### src/hdl/pwalk_ram.sv
// Generic single-clock RAM: one write port, one read port, registered read.
// No dependencies.
module pwalk_ram #(
  parameter int WIDTH = 8,
  parameter int DEPTH = 16
) (
  input  logic                     clk,
  input  logic                     wr_en,
  input  logic [$clog2(DEPTH)-1:0] wr_addr,
  input  logic [WIDTH-1:0]         wr_data,
  input  logic                     rd_en,
  input  logic [$clog2(DEPTH)-1:0] rd_addr,
  output logic [WIDTH-1:0]         rd_data
);

  logic [WIDTH-1:0] mem [DEPTH];

  always_ff @(posedge clk) begin
    if (wr_en) begin
      mem[wr_addr] <= wr_data;
    end
    if (rd_en) begin
      rd_data <= mem[rd_addr];
    end
  end

endmodule

### config.mk
export PLATFORM = sky130hd
export DESIGN_NAME = pwalk_ram
export DESIGN_NICKNAME = d
export VERILOG_FILES = /design/src/hdl/pwalk_ram.sv
export SDC_FILE = /design/constraint.sdc
export NUM_CORES = 1
export LEC_CHECK = 0
export ABC_AREA = 1
export BUFFER_PORTS_ARGS = -buffer_cell sky130_fd_sc_hd__buf_4
export CAP_MARGIN = 30
export CORE_AREA = 2 2 143 145
export CTS_CLUSTER_DIAMETER = 40
export DETAILED_ROUTE_END_ITERATION = 8
export DIE_AREA = 0 0 145 147
export PLACE_DENSITY = 0.56
export RECOVER_POWER = 100
export SETUP_SLACK_MARGIN = 0.05
export SLEW_MARGIN = 0
export SYNTH_ARGS = -nofsm -noshare
export SYNTH_HDL_FRONTEND = slang
export SYNTH_SLANG_ARGS = --single-unit
export TNS_END_PERCENT = 10
### constraint.sdc
create_clock -name clk -period 2.9 [get_ports clk]
set_input_delay 0.58 -clock clk [delete_from_list [all_inputs] [get_ports clk]]
set_output_delay 0.58 -clock clk [all_outputs]
set_load 0.01 [all_outputs]
Word level (Yosys, flattened, before mapping). Memories as Yosys holds them, arrays and structs flattened. A register that Yosys moved wholly into a read port is not among the register bits. Cells that the tools add are included.

Memories: 1. RAM bits: 128. Bits in registers: 0.

Multiplexer cells: 2.

Memories: mem (depth 16, bits a word 8, rd ports 1, clocked after memory_dff 1, wr ports 1, line 16) `logic [WIDTH-1:0] mem [DEPTH];`.

Operators with widths (number): $mux W1 (2).

Logic depth before layout (Yosys ltp). Gate-level depths: netlist (run 1).

Depth in word-level cells: 2. Gate-level depth with buffers: 8.

Least setup slack after synthesis (run 1). OpenSTA, ideal clock, no wires.

Path type: input port to flip-flop. Start: in wr_addr[2]. End: mem mem[10][0], enable pin. Arrival: 1.161 ns. Buffers on the path: 0. Required time: 2.530 ns. Stages: 2. Setup slack: 1.369 ns. Cell sequence: nand3b_1 -> nor2_1.

RTL lines: start: declaration (line 9) `input logic [$clog2(DEPTH)-1:0] wr_addr,`; end: declaration (line 16).

Straight into the memory's write port.

==> results.sh, run 1 <==
export IMPL_r2r_slack_ns=1.67
export IMPL_synth_nets=570
export IMPL_netlist_instances=551
export IMPL_reg2reg_to="rd_data[3]$_DFFE_PP_"
export IMPL_dp_cells=829
export IMPL_power_leakage_nw=2.800
export IMPL_clock_latency_ns=0.42
export IMPL_fin_crit_ns=2.150
export IMPL_period_share=0.7412
export IMPL_io_pins=27
export IMPL_dr_total_vias=3633
export IMPL_startpoint_type="input pin"
export IMPL_tns_ns=0
export IMPL_drt_wl_total_um=12990
export IMPL_grt_max_degree=65
export IMPL_globalplace_congestion=0.8314
export IMPL_row_count=52
export IMPL_synth_edff_count=136
export IMPL_tightest_slew_ns=1.312
export IMPL_holdPathEnd="rd_data[1]$_DFFE_PP_"
export IMPL_hp_class="input pin to flip-flop"
export IMPL_cts_tree="yes"
export IMPL_required_ns=3.07
export IMPL_wl_per_cell_um=15.08
export IMPL_port_buffers=26
export IMPL_crit_path_start="rd_addr[0]"
export IMPL_dieArea_um2=21320
export IMPL_synth_seq_area_share=0.6985
export IMPL_drtPass1Iterations=4
export IMPL_endpoint_kind="flip-flop"
export IMPL_cts_setup_buffers=0
export IMPL_crit_fanout=64
export IMPL_cp_common_cell="nand3_1"
export IMPL_initial_utilization=0.2946
export IMPL_grt_pass1_wl_um=20110
export IMPL_ys_seq_elements=136
export IMPL_run_status="finished, final reports clean"
export IMPL_area_growth_pct=16.52
export IMPL_antennaDiodeCount=0
export IMPL_htreeDepth=4
export IMPL_dr_first_iter_drc_count=340
export IMPL_fmax_mhz=465.2
export IMPL_clk_pin_slew_ns=0.06
export IMPL_final_nets=597
export IMPL_final_util=0.3433
export IMPL_synth_area_per_cell_um2=10.61
export IMPL_fill_cells=1969
export IMPL_yosys_area_top_type="edfxtp_1"
export IMPL_p_per_area_nw_per_um2=701.1
export IMPL_ys_types=11
export IMPL_regArea_um2=4084
export IMPL_yosysWarningCount=0
export IMPL_final_antenna_net_count=0
export IMPL_worstPathArrival_ns=2.32
export IMPL_hold_viol_final=0
export IMPL_clock_path_buffers=2
export IMPL_syn_area_um2=5847
export IMPL_slew_headroom=0.1252
export IMPL_multi_input_area_um2=1214
export IMPL_path_cells="clkbuf_4 -> clkbuf_2 -> nand2_1 -> nand3_1 -> nand3_1 -> nand3_1 -> nand2_1"
export IMPL_yosysMostFrequentCell="nand2_1"
export IMPL_die_w_um=145
export IMPL_grt_pass1_vias=3673
export IMPL_die_h_um=147
export IMPL_setup_viol=0
export IMPL_synthTopCellsByCount="nand2_1, edfxtp_1, inv_1"
export IMPL_pre_cts_ws_ns=0.7852
export IMPL_postCtsHoldBufs=0
export IMPL_root_buffer="clkbuf_16"
export IMPL_setup_ws_ns=0.7504
export IMPL_slowest_delay_ns=0.96
export IMPL_drv_cap=0
export IMPL_vias_per_cell=4.220
export IMPL_worstSetupPathType="input pin to flip-flop"
export IMPL_p_total_mw=4.777
export IMPL_reg2reg_depth=6
export IMPL_fin_cells=861
export IMPL_maxSlewViolCount=0
export IMPL_dp_hpwl_um=7901
export IMPL_antenna_found_initial=0
export IMPL_ir_drop_uv=391.2
export IMPL_ys_flop_type="edfxtp_1"
export IMPL_r2r_start="mem[1][3]$_DFFE_PP_"
export IMPL_drive_above_1_share=0.06768
export IMPL_holdPathStages=3
export IMPL_grt_setup_unrepaired="false"
export IMPL_drc_errors=0
export IMPL_finClkSkew_ns=0.009150
export IMPL_clock_sinks=136
export IMPL_track_usage=0.1290
export IMPL_slowest_stage="clkbuf_2"
export IMPL_overflow=0
export IMPL_fp_coreArea_um2=19840
export IMPL_ctsResizeCount=0
export IMPL_async_reset_ff_frac=0
export IMPL_synth_top_area_share=0.6985
export IMPL_numCtsBuffers=17
export IMPL_hold_start="rd_addr[3]"
export IMPL_synth_area_top_cells="edfxtp_1, nand2_1, nand3_1"
==> worst max path at each step <==
stage	slack, ns	cells past startpoint	endpoint
CTS	1.23	3	mem[11][7]$_DFFE_PP_
global route	0.57	7	rd_data[1]$_DFFE_PP_
detailed placement	0.79	8	rd_data[7]$_DFFE_PP_
floorplan	1.37	2	mem[10][0]$_DFFE_PP_
finish	0.75	7	rd_data[0]$_DFFE_PP_
global placement	0.81	8	rd_data[0]$_DFFE_PP_
==> sequential cells by signal, indices dropped and copies added, names as in the netlist <==
name     flops
mem        128
rd_data      8
==> critical path: cells and delay by family <==
| kind | cells | cell delay, ns |
|---|---|---|
| buf+inv | 2 | 1.07 |
| simple gates | 5 | 0.65 |
==> metal layers <==
metal / track usage / part of all wire / up-vias
met5: 0 / 0 / -
met4: 0.03960 / 0.0079 / 0
li1: - / - / 1837
met1: 0.1589 / 0.43 / 1685
met2: 0.2181 / 0.49 / 102
met3: 0.04006 / 0.072 / 9
==> layout by cell type, fill, tap and decap left out <==
cell	instances
buf_4	5
inv_1	100
buf_12	1
nand2_1	173
clkinv_4	1
nand3b_1	2
clkbuf_1	25
clkbuf_4	1
nand3_1	97
clkinv_1	1
edfxtp_1	136
inv_2	2
bufinv_16	5
clkinvlp_4	3
clkbuf_16	17
clkbuf_2	1
nor2_1	17
clkinv_2	4
==> through the flow <==
step	area [µm²]	hold WS [ns]
CTS	6905	0.4516
finish	6813	0.5684
global placement	6271	0.7332
detailed placement	6271	0.7259
global route	6813	0.5510
floorplan	5847	0.6789
==> cell type report <==
cell class                 instances  area share
inverter                         102     0.05620
tap                              270     0.04959
sequential                       136      0.5994
timing repair buffer              32     0.02351
clock buffer                      18     0.06299
multi-input combinational        289      0.1781
clock inverter                    14     0.03012
==> power by group <==
| part | leakage, nW | internal [mW] | total, mW | switching (mW) |
|---|---|---|---|---|
| clock network | 0.303 | 1.51 | 2.29 | 0.778 |
| logic | 1.26 | 0.0676 | 0.256 | 0.188 |
| registers | 1.24 | 2.22 | 2.23 | 0.0118 |
| total | 2.80 | 3.80 | 4.78 | 0.978 |
==> kinds of logic after synthesis <==
logic type             synth area share
flip-flops                       0.6985
AND/OR/NAND/NOR                  0.2076
buffers and inverters           0.09394
Power figures use the tool's default switching activity.
==> run 2, diff against run 1 <==
Clock period 2.9 ns to 2.1 ns, I/O delays scaled along.
==> run 2 against run 1 <==
Register-to-register slack got worse by 0.80 ns. Cell count rose by 1.7%. Clock power rose by 10%. Worst hold slack got worse by 0.19 ns. Cell area fell by 0.53%. Global-route usage rose by 0.39 points. Wire length rose by 2.8%. Sequential share of layout area rose by 0.32 points. Largest power group is now sequential cells.
==> results.sh, run 2 (synthesis gave the netlist of run 1 again) <==
export IMPL_run_status="finished, final reports clean"
export IMPL_die_w_um=145
export IMPL_fill_cells=1999
export IMPL_setup_viol=0
export IMPL_drt_wl_total_um=13350
export IMPL_antenna_found_initial=0
export IMPL_slew_headroom=0.3910
export IMPL_worstSetupPathType="input pin to flip-flop"
export IMPL_initial_utilization=0.2946
export IMPL_crit_fanout=27
export IMPL_required_ns=2.25
export IMPL_drc_errors=0
export IMPL_grt_pass1_wl_um=21040
export IMPL_grt_use_met3=0.03447
export IMPL_ir_drop_uv=522.4
export IMPL_antennaDiodeCount=0
export IMPL_track_usage=0.1329
export IMPL_grt_max_degree=65
export IMPL_drive_above_1_share=0.05611
export IMPL_die_h_um=147
export IMPL_worstPathArrival_ns=1.61
export IMPL_hp_class="input pin to flip-flop"
export IMPL_dr_total_vias=3820
export IMPL_io_pins=27
export IMPL_final_util=0.3415
export IMPL_ctsResizeCount=0
export IMPL_p_per_area_nw_per_um2=882.0
export IMPL_postCtsHoldBufs=0
export IMPL_maxSlewViolCount=0
export IMPL_clock_path_buffers=2
export IMPL_fin_crit_ns=1.458
export IMPL_gr_usage_met2=0.2143
export IMPL_period_share=0.6943
export IMPL_port_buffers=26
export IMPL_setup_ws_ns=0.6420
export IMPL_endpoint_kind="flip-flop"
export IMPL_clk_pin_slew_ns=0.06
export IMPL_clock_latency_ns=0.43
export IMPL_htreeDepth=4
export IMPL_dr_first_iter_drc_count=249
export IMPL_largest_register="mem"
export IMPL_largest_register_ffs=128
export IMPL_clock_sinks=136
export IMPL_wl_per_cell_um=15.23
export IMPL_grt_pass1_vias=3886
export IMPL_fmax_mhz=685.9
export IMPL_layout_commonest_cell="nand2_1"
export IMPL_final_nets=616
export IMPL_finClkSkew_ns=0.02329
export IMPL_dieArea_um2=21320
export IMPL_drv_cap=0
export IMPL_row_count=52
export IMPL_grt_use_met1=0.1722
export IMPL_hold_viol_final=0
export IMPL_grt_setup_unrepaired="false"
export IMPL_top_usage_layer="met2"
export IMPL_drtPass1Iterations=4
export IMPL_fp_coreArea_um2=19840
export IMPL_p_total_mw=5.977
export IMPL_tns_ns=0
export IMPL_area_growth_pct=15.90
export IMPL_hold_worst_slack_ns=0.3808
export IMPL_cts_tree="yes"
export IMPL_root_buffer="clkbuf_16"
export IMPL_startpoint_type="input pin"
export IMPL_tightest_slew_ns=0.9135
export IMPL_mostFrequentLayoutCells="nand2_1, edfxtp_1, inv_1"
export IMPL_power_leakage_nw=2.787
export IMPL_largestRegisters="mem x128, rd_data x8"
export IMPL_vias_per_cell=4.361
export IMPL_overflow=0
export IMPL_final_antenna_net_count=0
export IMPL_numCtsBuffers=17
export IMPL_globalplace_congestion=0.7915
export IMPL_cts_setup_buffers=0
export IMPL_pre_cts_ws_ns=0.4128
export IMPL_dp_hpwl_um=8494
run 2: cell count changes in the layout (fill, tap and decap cells not counted), moves of 2 or more:
cell,before,now
buf_4,5,10
bufinv_16,5,1
clkbuf_1,25,40
clkinv_1,1,6
clkinv_2,4,2
clkinvlp_4,3,0
run 2: worst paths after layout:
check / start / endpoint / slack (ns) / depth (start not counted)
min reg2reg: mem[15][7]$_DFFE_PP_ / rd_data[7]$_DFFE_PP_ / 0.75 / 6
min: rd_addr[3] / rd_data[7]$_DFFE_PP_ / 0.38 / 3
max reg2reg: mem[5][4]$_DFFE_PP_ / rd_data[4]$_DFFE_PP_ / 0.87 / 6
max: rd_addr[0] / rd_data[6]$_DFFE_PP_ / 0.64 / 8
run 2: worst max-delay path, cell delays in order:
cell,delay [ns]
clkbuf_1,0.12
inv_1,0.12
clkbuf_2,0.47
nand2_1,0.12
nand3_1,0.09
nand3_1,0.08
nand3_1,0.07
nand2_1,0.10
run 2: stage by stage:
step,cell area (µm²),std cells
final,6777,876
after floorplan,5847,551
after CTS,6922,876
after detailed placement,6426,848
after global routing,6777,876
after global placement,6426,848
run 2: final cells by class:
type,instances,area [µm²],area share
Clock inverter,9,62.56,0.009232
Multi-Input combinational cell,289,1214,0.1791
Timing Repair Buffer,51,262.8,0.03877
Tap cell,270,337.8,0.04985
Clock buffer,19,432.9,0.06388
Sequential cell,136,4084,0.6027
Inverter,102,382.9,0.05650
run 2: layer usage:
metal	vias up	wire length, µm
li1	1871	-
met1	1816	5976
met2	119	6260
met3	14	925
met4	0	183
met5	-	0
run 2: report_power, final:
part / internal [mW] / switching (mW) / total [mW]
combinational: 0.103 / 0.266 / 0.369
clock: 1.56 / 0.967 / 2.53
sequential: 3.06 / 0.0156 / 3.08
total: 4.73 / 1.25 / 5.98
==> run 3, diff against run 2 <==
Clock period 2.1 ns to 1.4 ns, I/O delays scaled along.
==> run 3 against run 2 <==
Cell count up 0.68%. Combinational power increased by 59%. Clock power up 56%. Sequential cell count is the same. Sequential power up 50%. First-iteration DRC count rose by 57%. Clock-buffer cell count stayed put. Clock skew shrank 0.016 ns. Wire length grew 4.3%. Power up 53%. Die area stayed put. Setup slack lost 0.53 ns.
==> results.sh, run 3 (synthesis gave the netlist of run 1 again) <==
export IMPL_run_status="finished, final reports clean"
export IMPL_area_growth_pct=17.63
export IMPL_fin_crit_ns=1.286
export IMPL_power_leakage_nw=2.828
export IMPL_grt_setup_unrepaired="false"
export IMPL_globalplace_congestion=0.8311
export IMPL_path_cells="clkbuf_1"
export IMPL_startpoint_type="flip-flop"
export IMPL_dp_cells=852
export IMPL_p_per_area_nw_per_um2=1330
export IMPL_finalInstanceArea_um2=6878
export IMPL_drt_wl_total_um=13910
export IMPL_ctsResizeCount=0
export IMPL_mostFrequentLayoutCells="nand2_1, edfxtp_1, inv_1"
export IMPL_crit_path_start="rd_data[2]$_DFFE_PP_"
export IMPL_finClkSkew_ns=0.007609
export IMPL_crit_end="rd_data[2]"
export IMPL_hold_start="rd_addr[3]"
export IMPL_vias_per_cell=4.392
export IMPL_clock_sinks=136
export IMPL_numCtsBuffers=17
export IMPL_slowest_stage="edfxtp_1"
export IMPL_cts_tree="yes"
export IMPL_required_ns=1.12
export IMPL_drv_cap=0
export IMPL_crit_fanout=1
export IMPL_hp_class="input pin to flip-flop"
export IMPL_clock_path_buffers=2
export IMPL_track_usage=0.1357
export IMPL_cp_depth=1
export IMPL_tightest_slew_ns=1.016
export IMPL_grt_max_degree=42
export IMPL_setup_viol=0
export IMPL_largestRegisters="mem x128, rd_data x8"
export IMPL_tns_ns=0
export IMPL_fmax_mhz=777.7
export IMPL_hold_viol_final=0
export IMPL_antenna_found_initial=0
export IMPL_placed_cell_area_um2=6494
export IMPL_dp_hpwl_um=9058
export IMPL_root_buffer="clkbuf_16"
export IMPL_maxSlewViolCount=0
export IMPL_fin_cells=882
export IMPL_r2r_start="mem[4][1]$_DFFE_PP_"
export IMPL_wl_per_cell_um=15.78
export IMPL_period_share=0.9184
export IMPL_grt_pass1_vias=3884
export IMPL_worstSetupPathType="flip-flop to output pin"
export IMPL_ir_drop_uv=809.6
export IMPL_r2r_slack_ns=0.19
export IMPL_htreeDepth=4
export IMPL_io_pins=27
export IMPL_timing_critical_path_buf_inv=1
export IMPL_final_antenna_net_count=0
export IMPL_grt_pass1_wl_um=21650
export IMPL_cts_setup_buffers=0
export IMPL_antennaDiodeCount=0
export IMPL_layout_commonest_cell="nand2_1"
export IMPL_row_count=52
export IMPL_worstPathArrival_ns=1.01
export IMPL_reg2reg_to="rd_data[1]$_DFFE_PP_"
export IMPL_largest_register="mem"
export IMPL_pre_cts_ws_ns=-0.1284
export IMPL_slew_headroom=0.3228
export IMPL_dieArea_um2=21320
export IMPL_drtPass1Iterations=5
export IMPL_endpoint_kind="output pin"
export IMPL_drc_errors=0
export IMPL_dr_total_vias=3874
export IMPL_clk_pin_slew_ns=0.06
export IMPL_crit_family="flip-flops"
export IMPL_fp_coreArea_um2=19840
export IMPL_largest_register_ffs=128
export IMPL_slowest_delay_ns=0.43
export IMPL_dr_first_iter_drc_count=391
export IMPL_postCtsHoldBufs=0
export IMPL_initial_utilization=0.2946
export IMPL_p_total_mw=9.149
export IMPL_die_w_um=145
export IMPL_port_buffers=26
export IMPL_die_h_um=147
export IMPL_final_nets=620
export IMPL_reg2reg_depth=6
export IMPL_drive_above_1_share=0.07516
export IMPL_clock_latency_ns=0.41
export IMPL_overflow=0
export IMPL_setup_ws_ns=0.1142
[run 3: cell count changes in the layout (fill, tap and decap cells not counted)]
cell	delta
buf_4	+4
clkinvlp_4	+4
buf_12	+3
clkbuf_1	-3
clkinv_1	-2
inv_1	-1
inv_2	+1
[run 3: how the worst min path moves through the flow]
stage	endpoint	slack, ns	cells past startpoint
6_report	rd_data[7]$_DFFE_PP_	0.26	3
5_1_grt	rd_data[7]$_DFFE_PP_	0.27	3
4_1_cts	rd_data[0]$_DFFE_PP_	0.16	1
3_5_place_dp	rd_data[1]$_DFFE_PP_	0.60	1
3_3_place_gp	rd_data[0]$_DFFE_PP_	0.58	1
2_1_floorplan	mem[0][0]$_DFFE_PP_	0.38	0
[run 3: per-layer routing]
| layer | global-route usage | up-vias | routed length, µm |
|---|---|---|---|
| met5 | 0 | - | 0 |
| met4 | 0.04208 | 0 | 165 |
| met3 | 0.03851 | 12 | 859 |
| met2 | 0.2140 | 114 | 6405 |
| met1 | 0.1827 | 1870 | 6483 |
| li1 | - | 1878 | - |
[run 3: tightest hold or removal path: stages]
cell,delay (ns)
buf_4,0.15
nand3_1,0.09
nand2_1,0.05
[run 3: power by group]
part           leakage, nW  switching, mW  internal [mW]  total (mW)
Combinational         1.35          0.410          0.177       0.587
Clock                0.241           1.56           2.38        3.94
Sequential            1.24         0.0294           4.59        4.62
Total                 2.83           2.00           7.15        9.15
[run 3: cell type report]
| cell class | instances | area (µm²) |
|---|---|---|
| fill | 1938 | 12970 |
| clock inverter | 11 | 85.08 |
| multi-input combinational | 289 | 1214 |
| inverter | 102 | 382.9 |
| timing repair buffer | 55 | 341.6 |
| tap | 270 | 337.8 |
| clock buffer | 19 | 432.9 |
| sequential | 136 | 4084 |
[run 3: stage by stage]
step                      hold slack, ns    util
after CTS                         0.1641  0.3533
final                             0.2614  0.3466
after global placement            0.5846  0.3272
after floorplan                   0.3789       -
after global routing              0.2720  0.3466
after detailed placement          0.5988  0.3272
